## config.mk

```make
export PLATFORM = sky130hd
export DESIGN_NAME = sqt_queue
export DESIGN_NICKNAME = d
export VERILOG_FILES = /design/src/rtl/core/sphere_quad_tessellator_unit_defines.svh /design/src/rtl/core/sqt_pkg.sv /design/src/rtl/core/sqt_queue.sv
export SDC_FILE = /design/constraint.sdc
export NUM_CORES = 1
export LEC_CHECK = 0
export BUFFER_PORTS_ARGS = -buffer_cell sky130_fd_sc_hd__buf_4
export CELL_PAD_IN_SITES_DETAIL_PLACEMENT = 1
export CELL_PAD_IN_SITES_GLOBAL_PLACEMENT = 1
export CORE_MARGIN = 1
export CORE_UTILIZATION = 40
export CTS_CLUSTER_SIZE = 28
export DETAILED_ROUTE_END_ITERATION = 8
export PLACE_DENSITY_LB_ADDON = 0.1
export SETUP_SLACK_MARGIN = 0.15
export SYNTH_ARGS = -nofsm -noshare
export SYNTH_HDL_FRONTEND = slang
export SYNTH_SLANG_ARGS = --single-unit
```

## constraint.sdc

```tcl
create_clock -name clk_i -period 5.9 [get_ports clk_i]
set_input_delay 1.475 -clock clk_i [delete_from_list [all_inputs] [get_ports clk_i]]
set_output_delay 1.475 -clock clk_i [all_outputs]
set_load 0.02 [all_outputs]
```

## src/rtl/core/sphere_quad_tessellator_unit_defines.svh

```systemverilog
// ---------------------------------------------------------------------------
// Sphere quad tessellator assertion macros
// Shared property forms for the concurrent checks of the tessellator.
// ---------------------------------------------------------------------------
`ifndef SPHERE_QUAD_TESSELLATOR_UNIT_DEFINES_SVH
`define SPHERE_QUAD_TESSELLATOR_UNIT_DEFINES_SVH

// The consequent must hold in the cycle after the antecedent.
`define SQT_ASSERT_NEXT(name, ante, cons, msg) \
  name: assert property (@(posedge clk_i) disable iff (!rst_ni) (ante) |=> (cons)) \
    else $error(msg);

// Delayed form: the consequent must hold at a later edge than the antecedent.
`define SQT_ASSERT_LATER(name, ante, cons, msg) \
  name: assert property (@(posedge clk_i) disable iff (!rst_ni) (ante) |-> ##2 (cons)) \
    else $error(msg);

`endif

```

## src/rtl/core/sqt_pkg.sv

```systemverilog
// ---------------------------------------------------------------------------
// Sphere quad tessellator package
// Shared widths, constants, register codes, records and helper functions.
// ---------------------------------------------------------------------------
package sqt_pkg;

  // Geometry limits and field widths.
  localparam int MAX_DIVISIONS = 1024;
  localparam int CNT_W         = 11;
  localparam int IDX_W         = 10;
  localparam int RAD_W         = 16;
  localparam int POS_W         = 18;
  localparam int NRM_W         = 16;
  localparam int PH_W          = 32;

  // Configuration port.
  localparam int CFG_IDX_W  = 2;
  localparam int CFG_DATA_W = 16;

  typedef enum logic [CFG_IDX_W-1:0] {
    REG_RADIUS = 2'd0,
    REG_SLICES = 2'd1,
    REG_STACKS = 2'd2
  } cfg_reg_e;

  // Reciprocal of a count: ceil(2^RECIP_FRAC / count), exact for phase use.
  localparam int RECIP_FRAC  = 52;
  localparam int RECIP_W     = RECIP_FRAC + 1;
  localparam int RECIP_CNT_W = $clog2(RECIP_FRAC + 1);
  localparam int PROD_W      = CNT_W + RECIP_W;
  localparam int TH_SHIFT    = RECIP_FRAC - PH_W;
  localparam int RHO_SHIFT   = TH_SHIFT + 1;

  // CORDIC datapath.
  localparam int CORDIC_STEPS = 16;
  localparam int STEP_W       = $clog2(CORDIC_STEPS + 1);
  localparam int CORDIC_W     = 34;
  localparam int TRIG_W       = 32;
  localparam int LANES        = 4;
  localparam logic signed [CORDIC_W-1:0] CORDIC_GAIN = 34'sd652032874;
  localparam logic signed [CORDIC_W-1:0] ONE_Q30     = 34'sd1073741824;

  // Phase queue between front and back.
  localparam int QUEUE_DEPTH = 2;

  // Four angles of one cell, as 32 bit phases (2^32 is a full turn).
  typedef struct packed {
    logic [PH_W-1:0] rho0;
    logic [PH_W-1:0] rho1;
    logic [PH_W-1:0] th0;
    logic [PH_W-1:0] th1;
  } phases_t;

  // Sine and cosine of the four angles, Q30.
  typedef struct packed {
    logic signed [TRIG_W-1:0] sr0;
    logic signed [TRIG_W-1:0] cr0;
    logic signed [TRIG_W-1:0] sr1;
    logic signed [TRIG_W-1:0] cr1;
    logic signed [TRIG_W-1:0] st0;
    logic signed [TRIG_W-1:0] ct0;
    logic signed [TRIG_W-1:0] st1;
    logic signed [TRIG_W-1:0] ct1;
  } trig_t;

  // Arctangent of 2^-i as a phase.
  function automatic logic [PH_W-1:0] atan_phase(input logic [4:0] i);
    logic [PH_W-1:0] r;
    case (i)
      5'd0:    r = 32'h20000000;
      5'd1:    r = 32'h12E4051E;
      5'd2:    r = 32'h09FB385B;
      5'd3:    r = 32'h051111D4;
      5'd4:    r = 32'h028B0D43;
      5'd5:    r = 32'h0145D7E1;
      5'd6:    r = 32'h00A2F61E;
      5'd7:    r = 32'h00517C55;
      5'd8:    r = 32'h0028BE53;
      5'd9:    r = 32'h00145F2F;
      5'd10:   r = 32'h000A2F98;
      5'd11:   r = 32'h000517CC;
      5'd12:   r = 32'h00028BE6;
      5'd13:   r = 32'h000145F3;
      5'd14:   r = 32'h0000A2FA;
      5'd15:   r = 32'h0000517D;
      5'd16:   r = 32'h000028BE;
      5'd17:   r = 32'h0000145F;
      5'd18:   r = 32'h00000A30;
      5'd19:   r = 32'h00000518;
      5'd20:   r = 32'h0000028C;
      5'd21:   r = 32'h00000146;
      5'd22:   r = 32'h000000A3;
      5'd23:   r = 32'h00000051;
      default: r = '0;
    endcase
    return r;
  endfunction

  // A count of zero acts as one; a count above the limit acts as the limit.
  function automatic logic [CNT_W-1:0] eff_count(input logic [CNT_W-1:0] c);
    logic [CNT_W-1:0] r;
    if (c == '0) begin
      r = CNT_W'(1);
    end else if (c > CNT_W'(MAX_DIVISIONS)) begin
      r = CNT_W'(MAX_DIVISIONS);
    end else begin
      r = c;
    end
    return r;
  endfunction

  // Round a Q60 product half up to Q30.
  function automatic logic signed [TRIG_W-1:0] rnd30(input logic signed [63:0] p);
    logic signed [63:0] t;
    t = p + 64'sd536870912;
    return TRIG_W'(t >>> 30);
  endfunction

endpackage

```

## src/rtl/core/sqt_queue.sv

```systemverilog
// ---------------------------------------------------------------------------
// Phase queue
// Short first-in first-out buffer that decouples front end and back end.
// ---------------------------------------------------------------------------
module sqt_queue (
  input  logic              clk_i,
  input  logic              rst_ni,
  input  logic              push_valid_i,
  output logic              push_ready_o,
  input  sqt_pkg::phases_t  push_data_i,
  output logic              pop_valid_o,
  input  logic              pop_ready_i,
  output sqt_pkg::phases_t  pop_data_o
);

  localparam int PTR_W = $clog2(sqt_pkg::QUEUE_DEPTH);
  localparam int CNT_W = $clog2(sqt_pkg::QUEUE_DEPTH + 1);

  sqt_pkg::phases_t   mem_q [sqt_pkg::QUEUE_DEPTH];
  logic [PTR_W-1:0]   wr_ptr_q, rd_ptr_q;
  logic [CNT_W-1:0]   cnt_q;
  logic               push, pop;

  assign push_ready_o = (cnt_q != CNT_W'(sqt_pkg::QUEUE_DEPTH));
  assign pop_valid_o  = (cnt_q != '0);
  assign push         = push_valid_i && push_ready_o;
  assign pop          = pop_valid_o && pop_ready_i;
  assign pop_data_o   = mem_q[rd_ptr_q];

  // Pointers and fill level.
  always_ff @(posedge clk_i or negedge rst_ni) begin
    if (!rst_ni) begin
      wr_ptr_q <= '0;
      rd_ptr_q <= '0;
      cnt_q    <= '0;
    end else begin
      if (push) begin
        wr_ptr_q <= (wr_ptr_q == PTR_W'(sqt_pkg::QUEUE_DEPTH - 1)) ? '0
                                                                  : wr_ptr_q + 1'b1;
      end
      if (pop) begin
        rd_ptr_q <= (rd_ptr_q == PTR_W'(sqt_pkg::QUEUE_DEPTH - 1)) ? '0
                                                                  : rd_ptr_q + 1'b1;
      end
      if (push && !pop) begin
        cnt_q <= cnt_q + 1'b1;
      end else if (pop && !push) begin
        cnt_q <= cnt_q - 1'b1;
      end
    end
  end

  // Entry storage.
  always_ff @(posedge clk_i) begin
    if (push) begin
      mem_q[wr_ptr_q] <= push_data_i;
    end
  end

endmodule

```

# --- Yosys cells after proc, flatten, opt, wreduce, memory -nomap -nowiden ---
# Memories as Yosys holds them, arrays and structs flattened.
# Index checks and enable logic that the tools add are counted.
totals:
  reg_bits: 4
  mem_bits_rw: 256
  in_bits: 132
  out_inout_bits: 130
  elab_cells: 23
  n_memories: 1
memory_table:
  columns: ["memory", "words", "width", "rd", "rd_clocked_by_memory_dff", "write_ports", "line", "rtl"]
  rows:
  - ["mem_q", 2, 128, 1, 0, 1, "sqt_queue.sv:19", "sqt_pkg::phases_t mem_q [sqt_pkg::QUEUE_DEPTH];"]
classes:
  n_addsub: 4
  n_eq_ne: 1
  muxes: 6
  reduce_logical: 8
op_table:
  columns: ["operator", "n"]
  rows:
  - ["$logic_and 1x1->1", 4]
  - ["$mux 1", 4]
  - ["$mux 2", 2]
  - ["$reduce_bool 2->1", 2]
  - ["$add 1x1->1 const B", 2]
  - ["$add 2x1->2 const B", 1]
  - ["$logic_not 1->1", 2]
  - ["$ne 2x2->1 const B", 1]
  - ["$sub 2x1->2 const B", 1]

# --- Longest topological paths before layout ---
logic_depth:
  word_depth: 6
  mapped_depth: 7
  mapped_depth_nobuf: 7

# --- Worst setup path before layout ---
# OpenSTA, ideal clock, no wires.
synth_path:
  kind: "input-to-reg"
  start: "in push_valid_i"
  end: "mem mem_q[0][0] (netlist name), enable pin"
  setup_time_ns: 0.617
  arrival_time_ns: 6.890
  required_time_ns: 5.283
  setup_slack_ns: -1.607
  path_stages: 2
  path_buffers: 0
  cell_sequence: "nand2_1 nor2_1"
synth_via:
  elab_chain_cells: 3
synth_lines:
  columns: ["item", "line", "rtl"]
  rows:
  - ["from (decl)", "sqt_queue.sv:8", "input logic push_valid_i,"]
  - ["$logic_and 1x1->1", "sqt_queue.sv:26", "assign push = push_valid_i && push_ready_o;"]
  - ["$mux 1", "sqt_queue.sv:55", "if (push) begin"]
  - ["$mux 1 (implied by the code)", "sqt_queue.sv:56", "mem_q[wr_ptr_q] <= push_data_i;"]
  - ["to (decl)", "sqt_queue.sv:19", null]
# No other way between the ends.

==> results_dict.tcl <==
set metrics [dict create \
    die_x_um 156 \
    min_period_ns 3.99 \
    rsz0062_at_grt "no" \
    p_per_area_nw_per_um2 524 \
    multi_input_area_um2 1540 \
    timing.fmax_ghz 0.251 \
    wl_mm 19.6 \
    max_slew.worst_pin.slew_ns 0.943 \
    layout-drive-gt1-share 0.608 \
    grt_max_degree 85 \
    fin_ws_ns 1.91 \
    n_fill_cell 2102 \
    cp_max_fo 84 \
    start_util 0.413 \
    critPathMaxStageDelay_ns 0.85 \
    vias 4805 \
    grt_pass1_wl_mm 28.8 \
    combinationalPowerShare 0.337 \
    clkSlewWorstSetupHoldPaths_ns 0.06 \
    tns_ns 0 \
    antenna_found_initial 0 \
    switching_share 0.312 \
    clkPwrFrac 0.258 \
    crit_buf_inv 2 \
    p_int_w 0.00456 \
    startpoint "rd_ptr_q" \
    yosysWarnings 0 \
    synth_cell_types 14 \
    dr.pass1.iters 6 \
    ff_latch_area_um2 7790 \
    port_buffers 261 \
    status "finished, final reports clean" \
    seqPwrFrac 0.405 \
    final_nets 831 \
    drc_errors 0 \
    crit_path_top_delay_cell "dfrtp_4" \
    r2r_end "mem_q[0][14]" \
    reg2reg_depth 4 \
    synth_area_leaders "edfxtp_1, mux2_2, buf_6, dfrtp_1, xnor2_1" \
    grt.overflow.total 0 \
    first_iter_violations 230 \
    cap_viol_max_count 0 \
    post_cts_resized 0 \
    area_delta_synth_final_pct 33.6 \
    syn-instance-count 416 \
    maxSlewHeadroom 0.372 \
    cts_setup_buffers 0 \
    place_ws_ns 2.34 \
    crit_end "pop_data_o[47]" \
    finalCritPeriodShare 0.675 \
    skew_ns 0.0212 \
    avgViaCountPerCell 4.66 \
    crit_family "flip-flops" \
    rrSetupSlack_ns 3.29 \
    syn-cell-area_um2 9470 \
    grt_usage 0.158 \
    wl_per_cell_um 19.0 \
    cts_buffers 29 \
    row_count 55 \
    drv_slew 0 \
    cp_data_required_time_ns 4.43 \
    holdBufCountCts 0 \
    yosys_register_bits 260 \
    pin_count 262 \
    syn_area_per_cell_um2 22.8 \
    synth.top_cell.area_share 0.811 \
    place.gp.congestion 0.715 \
    diodes 0 \
    cts_tree "done" \
    hold_viol_final 0 \
    post-dp-hpwl_mm 12.8 \
    path_class "register to output port" \
    setup_viol 0 \
    startpoint_type "register" \
    cts.path.max_buffers 3 \
    ir_drop_mv 0.410 \
    die-height_um 156 \
    endpoint_kind "output port" \
    hp-class "register to register" \
    root_buffer "clkbuf_16" \
    grt_pass1_vias 5138 \
    worstReg2RegStart "cnt_q[0]" \
    p_leak_nw 4.71 \
    dieArea_um2 24300 \
    clkSinkCount 260 \
    p_sw_w 0.00206 \
    path_depth 3 \
    synth_area_leader_cell "edfxtp_1" \
    crit_arrival_ns 2.51 \
    clock_latency_ns 0.53 \
    yosysSeqAreaShare 0.822 \
    crit_path_cell_trace "buf_12 > mux2_2 > buf_4" \
    synth_nets 549 \
    core_um2 22900 \
    ant_nets 0 \
    htree_levels 1 \
]
[area by class of cell]
type	count	area share
clock buffer	37	0.0597
multi-input combinational	141	0.122
sequential	260	0.616
tap	313	0.0310
clock inverter	15	0.0121
inverter	1	0.000297
timing repair buffer	265	0.159
[synthesized netlist by cell type (all sizes together)]
cell type,n
and3,1
buf,14
dfrtp,4
edfxtp,256
ha,1
inv,1
mux2,128
nand2,2
nand2b,1
nor2,2
or2,1
xnor2,3
xor2,2
[worst min path at each step]
stage | from | end | slack (ns) | cells after the start
2_1_floorplan | cnt_q[1] | cnt_q[1] | 0.46 | 1
3_3_place_gp | cnt_q[1] | cnt_q[1] | 0.47 | 1
3_5_place_dp | cnt_q[1] | cnt_q[1] | 0.50 | 1
4_1_cts | cnt_q[1] | cnt_q[1] | 0.51 | 1
5_1_grt | cnt_q[1] | cnt_q[1] | 0.55 | 1
6_report | cnt_q[1] | cnt_q[1] | 0.52 | 1
[placed cells by master (no fill, tap or decap)]
master / count
and3_4: 1
buf_12: 2
buf_4: 263
bufinv_16: 3
clkbuf_1: 8
clkbuf_16: 29
clkinv_1: 4
clkinv_2: 6
dfrtp_1: 3
dfrtp_4: 1
edfxtp_1: 256
ha_1: 1
inv_1: 1
inv_6: 2
mux2_2: 128
nand2_1: 2
nand2b_1: 1
nor2_1: 1
nor2_4: 1
or2_2: 1
xnor2_1: 3
xor2_1: 2
[layer usage]
metal  wire (um)  part of all wire  vias to the layer above  track usage
met5           0                 0                        -            0
met3        1640             0.084                       31       0.0564
met1        7390              0.38                     2397        0.182
li1            -                 -                     2217            -
met4         417             0.021                        0       0.0439
met2       10200              0.52                      160        0.276
[stage by stage]
stage	utilization	instance area [um^2]	cells	power, W	hold slack, ns
finish	0.552	12700	1032	0.00663	0.516
global route	0.552	12700	1032	0.00691	0.549
CTS	0.552	12700	1032	0.00674	0.514
detailed placement	0.513	11700	980	0.00500	0.503
global placement	0.513	11700	980	0.00495	0.475
floorplan	-	9480	416	0.00414	0.456
[power groups by stage]
stage | registers [W] | logic (W) | clock network (W)
2_1_floorplan | 0.00268 | 0.00147 | 0
3_3_place_gp | 0.00270 | 0.00225 | 0
3_5_place_dp | 0.00273 | 0.00227 | 0
4_1_cts | 0.00269 | 0.00228 | 0.00176
5_1_grt | 0.00273 | 0.00236 | 0.00182
6_report | 0.00268 | 0.00223 | 0.00171
[registers in the layout, indices dropped and copies added, names as in the netlist]
name / count
cnt_q: 2
wr_ptr_q: 1
rd_ptr_q: 1
mem_q: 256
[kinds of logic (layout without fill, tap and decap cells)]
kind of cell             count (synthesis)  count (layout)  share of synthesized area
buffers and inverters                   15             318                     0.0164
flip-flops                             260             260                      0.822
multiplexers                           128             128                      0.152
XOR/XNOR                                 5               5                    0.00462
adder cells (fa/ha/maj)                  1               1                    0.00132
AND/OR/NAND/NOR                          7               7                    0.00357
No activity file was read; power rests on OpenSTA's default activity.
