--- config.mk ---
export PLATFORM = sky130hd
export DESIGN_NAME = sqt_front
export DESIGN_NICKNAME = d
export VERILOG_FILES = /design/src/rtl/core/sphere_quad_tessellator_unit_defines.svh /design/src/rtl/core/sqt_pkg.sv /design/src/rtl/core/sqt_recip.sv /design/src/rtl/core/sqt_front.sv
export SDC_FILE = /design/constraint.sdc
export NUM_CORES = 2
export LEC_CHECK = 0
export ABC_AREA = 1
export BUFFER_PORTS_ARGS = -buffer_cell sky130_fd_sc_hd__buf_2
export CORE_MARGIN = 2
export CORE_UTILIZATION = 30
export CTS_BUF_LIST = sky130_fd_sc_hd__clkbuf_2 sky130_fd_sc_hd__clkbuf_4 sky130_fd_sc_hd__clkbuf_8
export CTS_CLUSTER_SIZE = 20
export DETAILED_ROUTE_END_ITERATION = 7
export PLACE_DENSITY = 0.44
export SYNTH_ARGS = -nofsm -noshare
export SYNTH_HDL_FRONTEND = slang
export SYNTH_HIERARCHICAL = 1
export SYNTH_SLANG_ARGS = --single-unit
--- constraint.sdc ---
create_clock -name clk_i -period 9.2 [get_ports clk_i]
set_input_delay 1.84 -clock clk_i [delete_from_list [all_inputs] [get_ports clk_i]]
set_output_delay 1.84 -clock clk_i [all_outputs]
set_load 0.005 [all_outputs]
--- src/rtl/core/sphere_quad_tessellator_unit_defines.svh ---
// ---------------------------------------------------------------------------
// Sphere quad tessellator assertion macros
// Shared property forms for the concurrent checks of the tessellator.
// ---------------------------------------------------------------------------
`ifndef SPHERE_QUAD_TESSELLATOR_UNIT_DEFINES_SVH
`define SPHERE_QUAD_TESSELLATOR_UNIT_DEFINES_SVH

// The consequent must hold in the cycle after the antecedent.
`define SQT_ASSERT_NEXT(name, ante, cons, msg) \
  name: assert property (@(posedge clk_i) disable iff (!rst_ni) (ante) |=> (cons)) \
    else $error(msg);

// Delayed form: the consequent must hold at a later edge than the antecedent.
`define SQT_ASSERT_LATER(name, ante, cons, msg) \
  name: assert property (@(posedge clk_i) disable iff (!rst_ni) (ante) |-> ##2 (cons)) \
    else $error(msg);

`endif

--- src/rtl/core/sqt_pkg.sv ---
// ---------------------------------------------------------------------------
// Sphere quad tessellator package
// Shared widths, constants, register codes, records and helper functions.
// ---------------------------------------------------------------------------
package sqt_pkg;

  // Geometry limits and field widths.
  localparam int MAX_DIVISIONS = 1024;
  localparam int CNT_W         = 11;
  localparam int IDX_W         = 10;
  localparam int RAD_W         = 16;
  localparam int POS_W         = 18;
  localparam int NRM_W         = 16;
  localparam int PH_W          = 32;

  // Configuration port.
  localparam int CFG_IDX_W  = 2;
  localparam int CFG_DATA_W = 16;

  typedef enum logic [CFG_IDX_W-1:0] {
    REG_RADIUS = 2'd0,
    REG_SLICES = 2'd1,
    REG_STACKS = 2'd2
  } cfg_reg_e;

  // Reciprocal of a count: ceil(2^RECIP_FRAC / count), exact for phase use.
  localparam int RECIP_FRAC  = 52;
  localparam int RECIP_W     = RECIP_FRAC + 1;
  localparam int RECIP_CNT_W = $clog2(RECIP_FRAC + 1);
  localparam int PROD_W      = CNT_W + RECIP_W;
  localparam int TH_SHIFT    = RECIP_FRAC - PH_W;
  localparam int RHO_SHIFT   = TH_SHIFT + 1;

  // CORDIC datapath.
  localparam int CORDIC_STEPS = 16;
  localparam int STEP_W       = $clog2(CORDIC_STEPS + 1);
  localparam int CORDIC_W     = 34;
  localparam int TRIG_W       = 32;
  localparam int LANES        = 4;
  localparam logic signed [CORDIC_W-1:0] CORDIC_GAIN = 34'sd652032874;
  localparam logic signed [CORDIC_W-1:0] ONE_Q30     = 34'sd1073741824;

  // Phase queue between front and back.
  localparam int QUEUE_DEPTH = 2;

  // Four angles of one cell, as 32 bit phases (2^32 is a full turn).
  typedef struct packed {
    logic [PH_W-1:0] rho0;
    logic [PH_W-1:0] rho1;
    logic [PH_W-1:0] th0;
    logic [PH_W-1:0] th1;
  } phases_t;

  // Sine and cosine of the four angles, Q30.
  typedef struct packed {
    logic signed [TRIG_W-1:0] sr0;
    logic signed [TRIG_W-1:0] cr0;
    logic signed [TRIG_W-1:0] sr1;
    logic signed [TRIG_W-1:0] cr1;
    logic signed [TRIG_W-1:0] st0;
    logic signed [TRIG_W-1:0] ct0;
    logic signed [TRIG_W-1:0] st1;
    logic signed [TRIG_W-1:0] ct1;
  } trig_t;

  // Arctangent of 2^-i as a phase.
  function automatic logic [PH_W-1:0] atan_phase(input logic [4:0] i);
    logic [PH_W-1:0] r;
    case (i)
      5'd0:    r = 32'h20000000;
      5'd1:    r = 32'h12E4051E;
      5'd2:    r = 32'h09FB385B;
      5'd3:    r = 32'h051111D4;
      5'd4:    r = 32'h028B0D43;
      5'd5:    r = 32'h0145D7E1;
      5'd6:    r = 32'h00A2F61E;
      5'd7:    r = 32'h00517C55;
      5'd8:    r = 32'h0028BE53;
      5'd9:    r = 32'h00145F2F;
      5'd10:   r = 32'h000A2F98;
      5'd11:   r = 32'h000517CC;
      5'd12:   r = 32'h00028BE6;
      5'd13:   r = 32'h000145F3;
      5'd14:   r = 32'h0000A2FA;
      5'd15:   r = 32'h0000517D;
      5'd16:   r = 32'h000028BE;
      5'd17:   r = 32'h0000145F;
      5'd18:   r = 32'h00000A30;
      5'd19:   r = 32'h00000518;
      5'd20:   r = 32'h0000028C;
      5'd21:   r = 32'h00000146;
      5'd22:   r = 32'h000000A3;
      5'd23:   r = 32'h00000051;
      default: r = '0;
    endcase
    return r;
  endfunction

  // A count of zero acts as one; a count above the limit acts as the limit.
  function automatic logic [CNT_W-1:0] eff_count(input logic [CNT_W-1:0] c);
    logic [CNT_W-1:0] r;
    if (c == '0) begin
      r = CNT_W'(1);
    end else if (c > CNT_W'(MAX_DIVISIONS)) begin
      r = CNT_W'(MAX_DIVISIONS);
    end else begin
      r = c;
    end
    return r;
  endfunction

  // Round a Q60 product half up to Q30.
  function automatic logic signed [TRIG_W-1:0] rnd30(input logic signed [63:0] p);
    logic signed [63:0] t;
    t = p + 64'sd536870912;
    return TRIG_W'(t >>> 30);
  endfunction

endpackage

--- src/rtl/core/sqt_recip.sv ---
// ---------------------------------------------------------------------------
// Count reciprocal unit
// Restoring divider, one quotient bit a cycle, giving ceil(2^52 / count).
// ---------------------------------------------------------------------------
module sqt_recip (
  input  logic                          clk_i,
  input  logic                          rst_ni,
  input  logic                          start_i,
  input  logic [sqt_pkg::CNT_W-1:0]     divisor_i,
  output logic                          busy_o,
  output logic [sqt_pkg::RECIP_W-1:0]   recip_o
);

  logic                                 busy_q;
  logic [sqt_pkg::RECIP_CNT_W-1:0]      cnt_q;
  logic [sqt_pkg::CNT_W-2:0]            rem_q, rem_d;
  logic [sqt_pkg::RECIP_FRAC-1:0]       quo_q, quo_d;
  logic [sqt_pkg::CNT_W-1:0]            div_q;
  logic [sqt_pkg::RECIP_W-1:0]          recip_q;
  logic [sqt_pkg::CNT_W-1:0]            trial;
  logic [sqt_pkg::CNT_W-1:0]            diff;
  logic                                 fits;

  // One step of floor((2^52 - 1) / count): the dividend is all ones.
  always_comb begin
    trial = {rem_q, 1'b1};
    fits  = (trial >= div_q);
    diff  = trial - div_q;
    rem_d = fits ? diff[sqt_pkg::CNT_W-2:0] : trial[sqt_pkg::CNT_W-2:0];
    quo_d = {quo_q[sqt_pkg::RECIP_FRAC-2:0], fits};
  end

  // Step counter.
  always_ff @(posedge clk_i or negedge rst_ni) begin
    if (!rst_ni) begin
      busy_q <= 1'b0;
      cnt_q  <= '0;
    end else if (start_i) begin
      busy_q <= 1'b1;
      cnt_q  <= sqt_pkg::RECIP_CNT_W'(sqt_pkg::RECIP_FRAC);
    end else if (busy_q) begin
      cnt_q <= cnt_q - 1'b1;
      if (cnt_q == sqt_pkg::RECIP_CNT_W'(1)) begin
        busy_q <= 1'b0;
      end
    end
  end

  // Remainder, quotient and the rounded-up result.
  always_ff @(posedge clk_i) begin
    if (start_i) begin
      rem_q <= '0;
      quo_q <= '0;
      div_q <= divisor_i;
    end else if (busy_q) begin
      rem_q <= rem_d;
      quo_q <= quo_d;
      if (cnt_q == sqt_pkg::RECIP_CNT_W'(1)) begin
        recip_q <= {1'b0, quo_d} + sqt_pkg::RECIP_W'(1);
      end
    end
  end

  assign busy_o  = busy_q;
  assign recip_o = recip_q;

endmodule

--- src/rtl/core/sqt_front.sv ---
// ---------------------------------------------------------------------------
// Tessellator front end
// Holds the registers, clamps cell indices and turns them into four phases.
// ---------------------------------------------------------------------------
module sqt_front (
  input  logic                            clk_i,
  input  logic                            rst_ni,
  input  logic                            cfg_we_i,
  input  logic [sqt_pkg::CFG_IDX_W-1:0]   cfg_idx_i,
  input  logic [sqt_pkg::CFG_DATA_W-1:0]  cfg_data_i,
  input  logic                            in_valid_i,
  output logic                            in_ready_o,
  input  logic [sqt_pkg::IDX_W-1:0]       stack_index_i,
  input  logic [sqt_pkg::IDX_W-1:0]       slice_index_i,
  output logic [sqt_pkg::RAD_W-1:0]       radius_o,
  output logic                            ph_valid_o,
  input  logic                            ph_ready_i,
  output sqt_pkg::phases_t                ph_o
);

  logic [sqt_pkg::RAD_W-1:0]   radius_q;
  logic [sqt_pkg::CNT_W-1:0]   slices_q, stacks_q;
  logic                        start_q;
  logic                        busy_stk, busy_slc, busy;
  logic [sqt_pkg::RECIP_W-1:0] recip_stk, recip_slc;

  logic                        s1_valid_q, s2_valid_q;
  logic [sqt_pkg::IDX_W-1:0]   si_q, sj_q;
  logic                        seam_q;
  sqt_pkg::phases_t            ph_q, ph_d;

  logic [sqt_pkg::CNT_W-1:0]   stk_eff, slc_eff, stk_max, slc_max;
  logic [sqt_pkg::IDX_W-1:0]   si_clamp, sj_clamp;
  logic                        seam;
  logic                        s2_free, s1_move, accept;
  logic [sqt_pkg::CNT_W-1:0]   n_rho0, n_rho1, n_th0, n_th1;
  logic [sqt_pkg::PROD_W-1:0]  p_rho0, p_rho1, p_th0, p_th1;

  // Configuration registers; a count write restarts the reciprocal units.
  always_ff @(posedge clk_i or negedge rst_ni) begin
    if (!rst_ni) begin
      radius_q <= sqt_pkg::RAD_W'(256);
      slices_q <= sqt_pkg::CNT_W'(16);
      stacks_q <= sqt_pkg::CNT_W'(16);
      start_q  <= 1'b1;
    end else begin
      start_q <= cfg_we_i && ((cfg_idx_i == sqt_pkg::REG_SLICES) ||
                              (cfg_idx_i == sqt_pkg::REG_STACKS));
      if (cfg_we_i) begin
        unique case (cfg_idx_i)
          sqt_pkg::REG_RADIUS: begin
            radius_q <= cfg_data_i[sqt_pkg::RAD_W-1:0];
          end
          sqt_pkg::REG_SLICES: begin
            slices_q <= cfg_data_i[sqt_pkg::CNT_W-1:0];
          end
          sqt_pkg::REG_STACKS: begin
            stacks_q <= cfg_data_i[sqt_pkg::CNT_W-1:0];
          end
          default: begin
          end
        endcase
      end
    end
  end

  assign stk_eff = sqt_pkg::eff_count(stacks_q);
  assign slc_eff = sqt_pkg::eff_count(slices_q);

  sqt_recip u_recip_stk (
    .clk_i     (clk_i),
    .rst_ni    (rst_ni),
    .start_i   (start_q),
    .divisor_i (stk_eff),
    .busy_o    (busy_stk),
    .recip_o   (recip_stk)
  );

  sqt_recip u_recip_slc (
    .clk_i     (clk_i),
    .rst_ni    (rst_ni),
    .start_i   (start_q),
    .divisor_i (slc_eff),
    .busy_o    (busy_slc),
    .recip_o   (recip_slc)
  );

  assign busy = start_q | busy_stk | busy_slc;

  // Index clamping and seam detection on the incoming beat.
  always_comb begin
    stk_max  = stk_eff - sqt_pkg::CNT_W'(1);
    slc_max  = slc_eff - sqt_pkg::CNT_W'(1);
    si_clamp = ({1'b0, stack_index_i} > stk_max) ? stk_max[sqt_pkg::IDX_W-1:0]
                                                  : stack_index_i;
    sj_clamp = ({1'b0, slice_index_i} > slc_max) ? slc_max[sqt_pkg::IDX_W-1:0]
                                                  : slice_index_i;
    seam     = ({1'b0, sj_clamp} + sqt_pkg::CNT_W'(1)) >= slc_eff;
  end

  // Two-stage flow: clamped indices, then phases.
  assign s2_free    = !s2_valid_q || ph_ready_i;
  assign s1_move    = s1_valid_q && s2_free;
  assign in_ready_o = !busy && (!s1_valid_q || s2_free);
  assign accept     = in_valid_i && in_ready_o;

  // Phase = floor(n * 2^32 / count) by the exact reciprocal; rho halves it.
  always_comb begin
    n_rho0 = {1'b0, si_q};
    n_rho1 = {1'b0, si_q} + sqt_pkg::CNT_W'(1);
    n_th0  = {1'b0, sj_q};
    n_th1  = {1'b0, sj_q} + sqt_pkg::CNT_W'(1);
    p_rho0 = sqt_pkg::PROD_W'(n_rho0) * sqt_pkg::PROD_W'(recip_stk);
    p_rho1 = sqt_pkg::PROD_W'(n_rho1) * sqt_pkg::PROD_W'(recip_stk);
    p_th0  = sqt_pkg::PROD_W'(n_th0) * sqt_pkg::PROD_W'(recip_slc);
    p_th1  = sqt_pkg::PROD_W'(n_th1) * sqt_pkg::PROD_W'(recip_slc);
    ph_d.rho0 = p_rho0[sqt_pkg::RHO_SHIFT +: sqt_pkg::PH_W];
    ph_d.rho1 = p_rho1[sqt_pkg::RHO_SHIFT +: sqt_pkg::PH_W];
    ph_d.th0  = p_th0[sqt_pkg::TH_SHIFT +: sqt_pkg::PH_W];
    ph_d.th1  = seam_q ? '0 : p_th1[sqt_pkg::TH_SHIFT +: sqt_pkg::PH_W];
  end

  // Stage valid flags.
  always_ff @(posedge clk_i or negedge rst_ni) begin
    if (!rst_ni) begin
      s1_valid_q <= 1'b0;
      s2_valid_q <= 1'b0;
    end else begin
      if (accept) begin
        s1_valid_q <= 1'b1;
      end else if (s1_move) begin
        s1_valid_q <= 1'b0;
      end
      if (s1_move) begin
        s2_valid_q <= 1'b1;
      end else if (ph_ready_i) begin
        s2_valid_q <= 1'b0;
      end
    end
  end

  // Stage payloads.
  always_ff @(posedge clk_i) begin
    if (accept) begin
      si_q   <= si_clamp;
      sj_q   <= sj_clamp;
      seam_q <= seam;
    end
    if (s1_move) begin
      ph_q <= ph_d;
    end
  end

  assign ph_valid_o = s2_valid_q;
  assign ph_o       = ph_q;
  assign radius_o   = radius_q;

endmodule

; Yosys cells after proc, flatten, opt, wreduce, memory -nomap -nowiden
; Index checks and enable logic that the tools add are counted.
[totals]
regBits = 454
output_inout_bits = 146
wordCells = 98
[op_classes]
n_addsub = 11
n_mul = 4
magnitude_cmp = 7
eq_ne = 4
n_mux = 22
bitwise_logic = 3
reduce_logical = 22
[op_table]
columns = op, n
row1 = "52-bit by 1-bit adder with 53-bit output, second input constant", 2
row2 = 10-bit by 53-bit multiplier with 52-bit output, 1
row3 = 10-bit by 53-bit multiplier with 53-bit output, 1
row4 = 11-bit by 53-bit multiplier with 52-bit output, 1
row5 = 11-bit by 53-bit multiplier with 53-bit output, 1
row6 = 11-bit 2-to-1 mux, 4
row7 = 10-bit 2-to-1 mux, 4
row8 = "10-bit by 1-bit adder with 11-bit output, second input constant", 3
row9 = 11-bit >= comparator, 3
row10 = 6-bit 2-to-1 mux, 4
row11 = 10-bit by 11-bit greater-than comparator with 1-bit output, 2
row12 = "11-bit greater-than comparator, second input constant", 2
row13 = 11-bit zero test, 2
row14 = "11-bit by 1-bit subtractor with 11-bit output, second input constant", 2
row15 = 10-bit subtractor, 2
row16 = "6-bit by 1-bit == test with 1-bit output, second input constant", 2
row17 = "6-bit by 1-bit subtractor with 6-bit output, second input constant", 2
row18 = 1-bit 2-to-1 mux, 10
row19 = 2-bit nonzero test, 4
row20 = 2-bit AND reduction, 3
row21 = 3-bit AND reduction, 2
row22 = 1-bit logical AND, 4
row23 = 1-bit zero test, 3
row24 = 1-bit logical OR, 3
row25 = other kinds (5), 6

; Longest topological paths before layout
[logic_depth]
ltp_word = 8
ltp_mapped = 39
mapped_depth_nobuf = 38

; By module
; The synthesis kept the hierarchy.
[modules_own_cells]
columns = module, n_inst, cells_each, area_per_inst_um2, seq_area_each_um2
row1 = sqt_front, 1, 8494, 66917.9, 5505.3
row2 = sqt_recip, 2, 719, 6404.9, 3318.2

; Worst setup path after synthesis
; Ideal clock, no wire load.
[synth_path]
path_type = input -> register
start = in ph_ready_i
end = reg ph_q (netlist bit ph_o[0]), enable pin
setup_ns = 0.658
t_arrival_ns = 8.009
required_time_ns = 8.542
path_slack_ns = 0.533
stages = 2
path_buffers = 0
cell_sequence = inv_1 -> a21oi_1
[synth_via]
elab_chain_cells = 2
[synth_rtl]
columns = element, line
row1 = "start, declared", sqt_front.sv:17  ; input logic ph_ready_i,
row2 = 1-bit logical OR, sqt_front.sv:102  ; assign s2_free = !s2_valid_q || ph_ready_i;
row3 = 1-bit logical AND, sqt_front.sv:103  ; assign s1_move = s1_valid_q && s2_free;
row4 = via s1_move, sqt_front.sv:35  ; logic s2_free, s1_move, accept;
row5 = "end signal, assigned", sqt_front.sv:150  ; ph_q <= ph_d;
row6 = "end, declared", sqt_front.sv:30  ; sqt_pkg::phases_t ph_q, ph_d;
; The timed path passes the listed nets, and every way through them passes these cells.
; A chain may end at the register's enable or synchronous reset.

; Worst setup path in the final report
[layout_path]
start = reg sj_q[0] in the netlist's numbering
end = reg ph_q (netlist bit ph_o[22]) (data pin)
[layout_via]
elab_chain_cells = 2
[layout_rtl]
columns = element, line
row1 = "start, declared", sqt_front.sv:28  ; logic [sqt_pkg::IDX_W-1:0] si_q, sj_q;
row2 = "start signal, assigned", sqt_front.sv:146  ; sj_q <= sj_clamp;
row3 = 10-bit by 1-bit adder with 11-bit output, sqt_front.sv:112  ; n_th1 = {1'b0, sj_q} + sqt_pkg::CNT_W'(1);
row4 = 11-bit by 53-bit multiplier with 52-bit output, sqt_front.sv:116  ; p_th1 = sqt_pkg::PROD_W'(n_th1) * sqt_pkg::PROD_W'(recip_slc);
; No other way between the ends.

==> flow_metrics.tcl <==
set metrics [dict create \
    p_int_uw 4530 \
    required_ns 9.78 \
    track_usage 0.208 \
    drtAntennaViolNets 0 \
    die_area_mm2 0.270 \
    cts_buffers 96 \
    max_stage_delay_ns 0.84 \
    ios 189 \
    hpwl_um 222000 \
    rsz0062_at_grt "no" \
    crit_top_cell "fa_1" \
    cts_sinks 453 \
    tns_ns 0 \
    clockBufferDepth 3 \
    comb_power_share 0.303 \
    fin_skew_ns 0.0889 \
    startpoint_type "flip-flop" \
    dpl.cell_count 13300 \
    min_period_ns 8.03 \
    syn_inst 9927 \
    root_buffer "clkbuf_8" \
    power.share.switching 0.374 \
    clk_pin_slew_ns 0.06 \
    drcViolationCount 0 \
    cp_max_fo 58 \
    outcome "complete, no violations" \
    setup_slack_ns 1.17 \
    p_sw_uw 2700 \
    fmax_mhz 125 \
    max_cap_viol_count 0 \
    viasPerCell 4.78 \
    die_h_um 519 \
    worstPathCellList "buf_4 -> nand4_1 -> nor2_1 -> nand2_1 -> o21ai_0 -> nand2_1 -> inv_1 -> nand2_1 -> fa_1 -> inv_1 -> fa_1 -> fa_1 -> fa_1 -> fa_1 -> ha_1 -> a21oi_1 -> o21ai_0 -> a21oi_1 -> o21a_1 -> nand2_1 -> a21oi_1 -> o21bai_1 -> nor2_1 -> nor2_1" \
    hold_buffers 0 \
    port_buffers 188 \
    syn_nets 11800 \
    die_x_um 519 \
    cts_htree_levels 3 \
    cp_top_family "adder cells" \
    grt_first_pass_wirelength_um 428000 \
    grt_pass1_vias 68400 \
    drive_above_1_share 0.0613 \
    synth_area_mm2 0.0797 \
    post_layout_nonfiller_instances 13500 \
    cp_slowest_cell "inv_1" \
    period_share 0.873 \
    vias 64700 \
    wl_per_cell_um 20.7 \
    worstSetupEndpointType "flip-flop" \
    clkPwrFrac 0.360 \
    finalWirelength_um 280000 \
    worst-endpoint-arrival_ns 8.62 \
    power_leakage_uw 0.0425 \
    post_cts_buffers 0 \
    clk_latency_ns 0.88 \
    finalHoldViolations 0 \
    grt_max_degree 97 \
    std_cell_rows 189 \
    overflow 0 \
    drtIter0Drc 4659 \
    path_class "reg -> reg" \
    final_max_slew_viol_count 0 \
    cts_resized 0 \
    area_growth_pct 8.72 \
    max_slew_margin 0.0738 \
    coreArea_mm2 0.265 \
    critical_path_buf_inv_count 3 \
    hp-class "reg -> reg" \
    peakVddDrop_mv 0.122 \
    drt_first_pass_iters 6 \
    avgSynthCellArea_um2 8.03 \
    place.gp.congestion 0.902 \
    yosysWarnings 6 \
    final_nets 11800 \
    seq_power_share 0.337 \
    worstMarginPinSlew_ns 1.37 \
    grt_antenna_before_repair 19 \
    setup_violations 0 \
    place_ws_ns 1.27 \
    p_per_area_mw_per_mm2 83.5 \
    initial_core_util 0.301 \
    cts_tree "yes" \
]
-- flip-flops by register name (all words and copies together) (netlist names), 6 cells and up --
register,flops
u_recip_stk/div_q,11
u_recip_stk/cnt_q,6
u_recip_slc/recip_o,52
ph_o,128
stacks_q,11
u_recip_slc/quo_q,51
u_recip_stk/recip_o,53
u_recip_slc/rem_q,10
radius_o,16
u_recip_stk/rem_q,10
si_q,10
slices_q,11
u_recip_slc/div_q,11
u_recip_slc/cnt_q,6
u_recip_stk/quo_q,51
sj_q,10
-- metal layers --
layer,track usage,up-vias,wire [um]
met3,0.0293,271,17300
met4,0.0424,4,5520
met1,0.310,33000,135000
li1,-,29600,-
met2,0.319,1854,122000
met5,0,-,30
-- power groups by stage --
stage	Sequential, uW	Combinational (uW)	Clock [uW]
after floorplan	2440	1530	0
after global placement	2470	2180	0
after detailed placement	2470	2190	0
after CTS	2430	2210	2730
after global routing	2450	2480	2810
final	2430	2190	2610
-- cells in the final DEF (no fill, tap or decap), types with 25 or more instances in the layout --
master and count:
buf_2 188, nand4_1 58, nor3_1 70, dfxtp_1 122, ha_1 327, buf_4 124
clkbuf_8 107, nand2_1 2451, o21a_1 42, edfxtp_1 276, nand3_1 192, o21ai_0 269
xnor2_1 69, a21o_1 25, dfrtp_1 51, a31oi_1 37, o22ai_1 105, xor2_1 185
inv_1 2201, nor2_1 862, fa_1 1529, a21oi_1 355
-- metrics by stage --
step | util | hold WS, ns | cell area [um^2] | total power [uW]
2_1_floorplan | - | 0.435 | 79700 | 3970
3_3_place_gp | 0.319 | 0.451 | 84400 | 4650
3_5_place_dp | 0.319 | 0.462 | 84400 | 4660
4_1_cts | 0.327 | 0.462 | 86600 | 7370
5_1_grt | 0.327 | 0.484 | 86600 | 7740
6_report | 0.327 | 0.461 | 86600 | 7230
-- final timing paths --
check                                      from                    to  slack [ns]  cells past startpoint
max in group asynchronous                rst_ni  u_recip_slc/cnt_q[3]        7.52                      2
min in group asynchronous                rst_ni          radius_o[12]        1.17                      2
hold reg to reg            u_recip_slc/div_q[0]  u_recip_slc/rem_q[0]        0.46                      1
hold / removal             u_recip_slc/div_q[0]  u_recip_slc/rem_q[0]        0.46                      1
setup / recovery                        sj_q[0]              ph_o[22]        1.17                     24
setup reg to reg                        sj_q[0]              ph_o[22]        1.17                     24
-- area by class of cell --
type / count / area, um^2
fill: 28300 / 178000
multi-input combinational: 6819 / 57600
sequential: 453 / 12100
inverter: 2228 / 8360
tap: 3533 / 4420
timing repair buffer: 313 / 1890
clock buffer: 129 / 1640
clock inverter: 53 / 608
antenna: 3 / 7.51
Power figures use the tool's default switching activity.
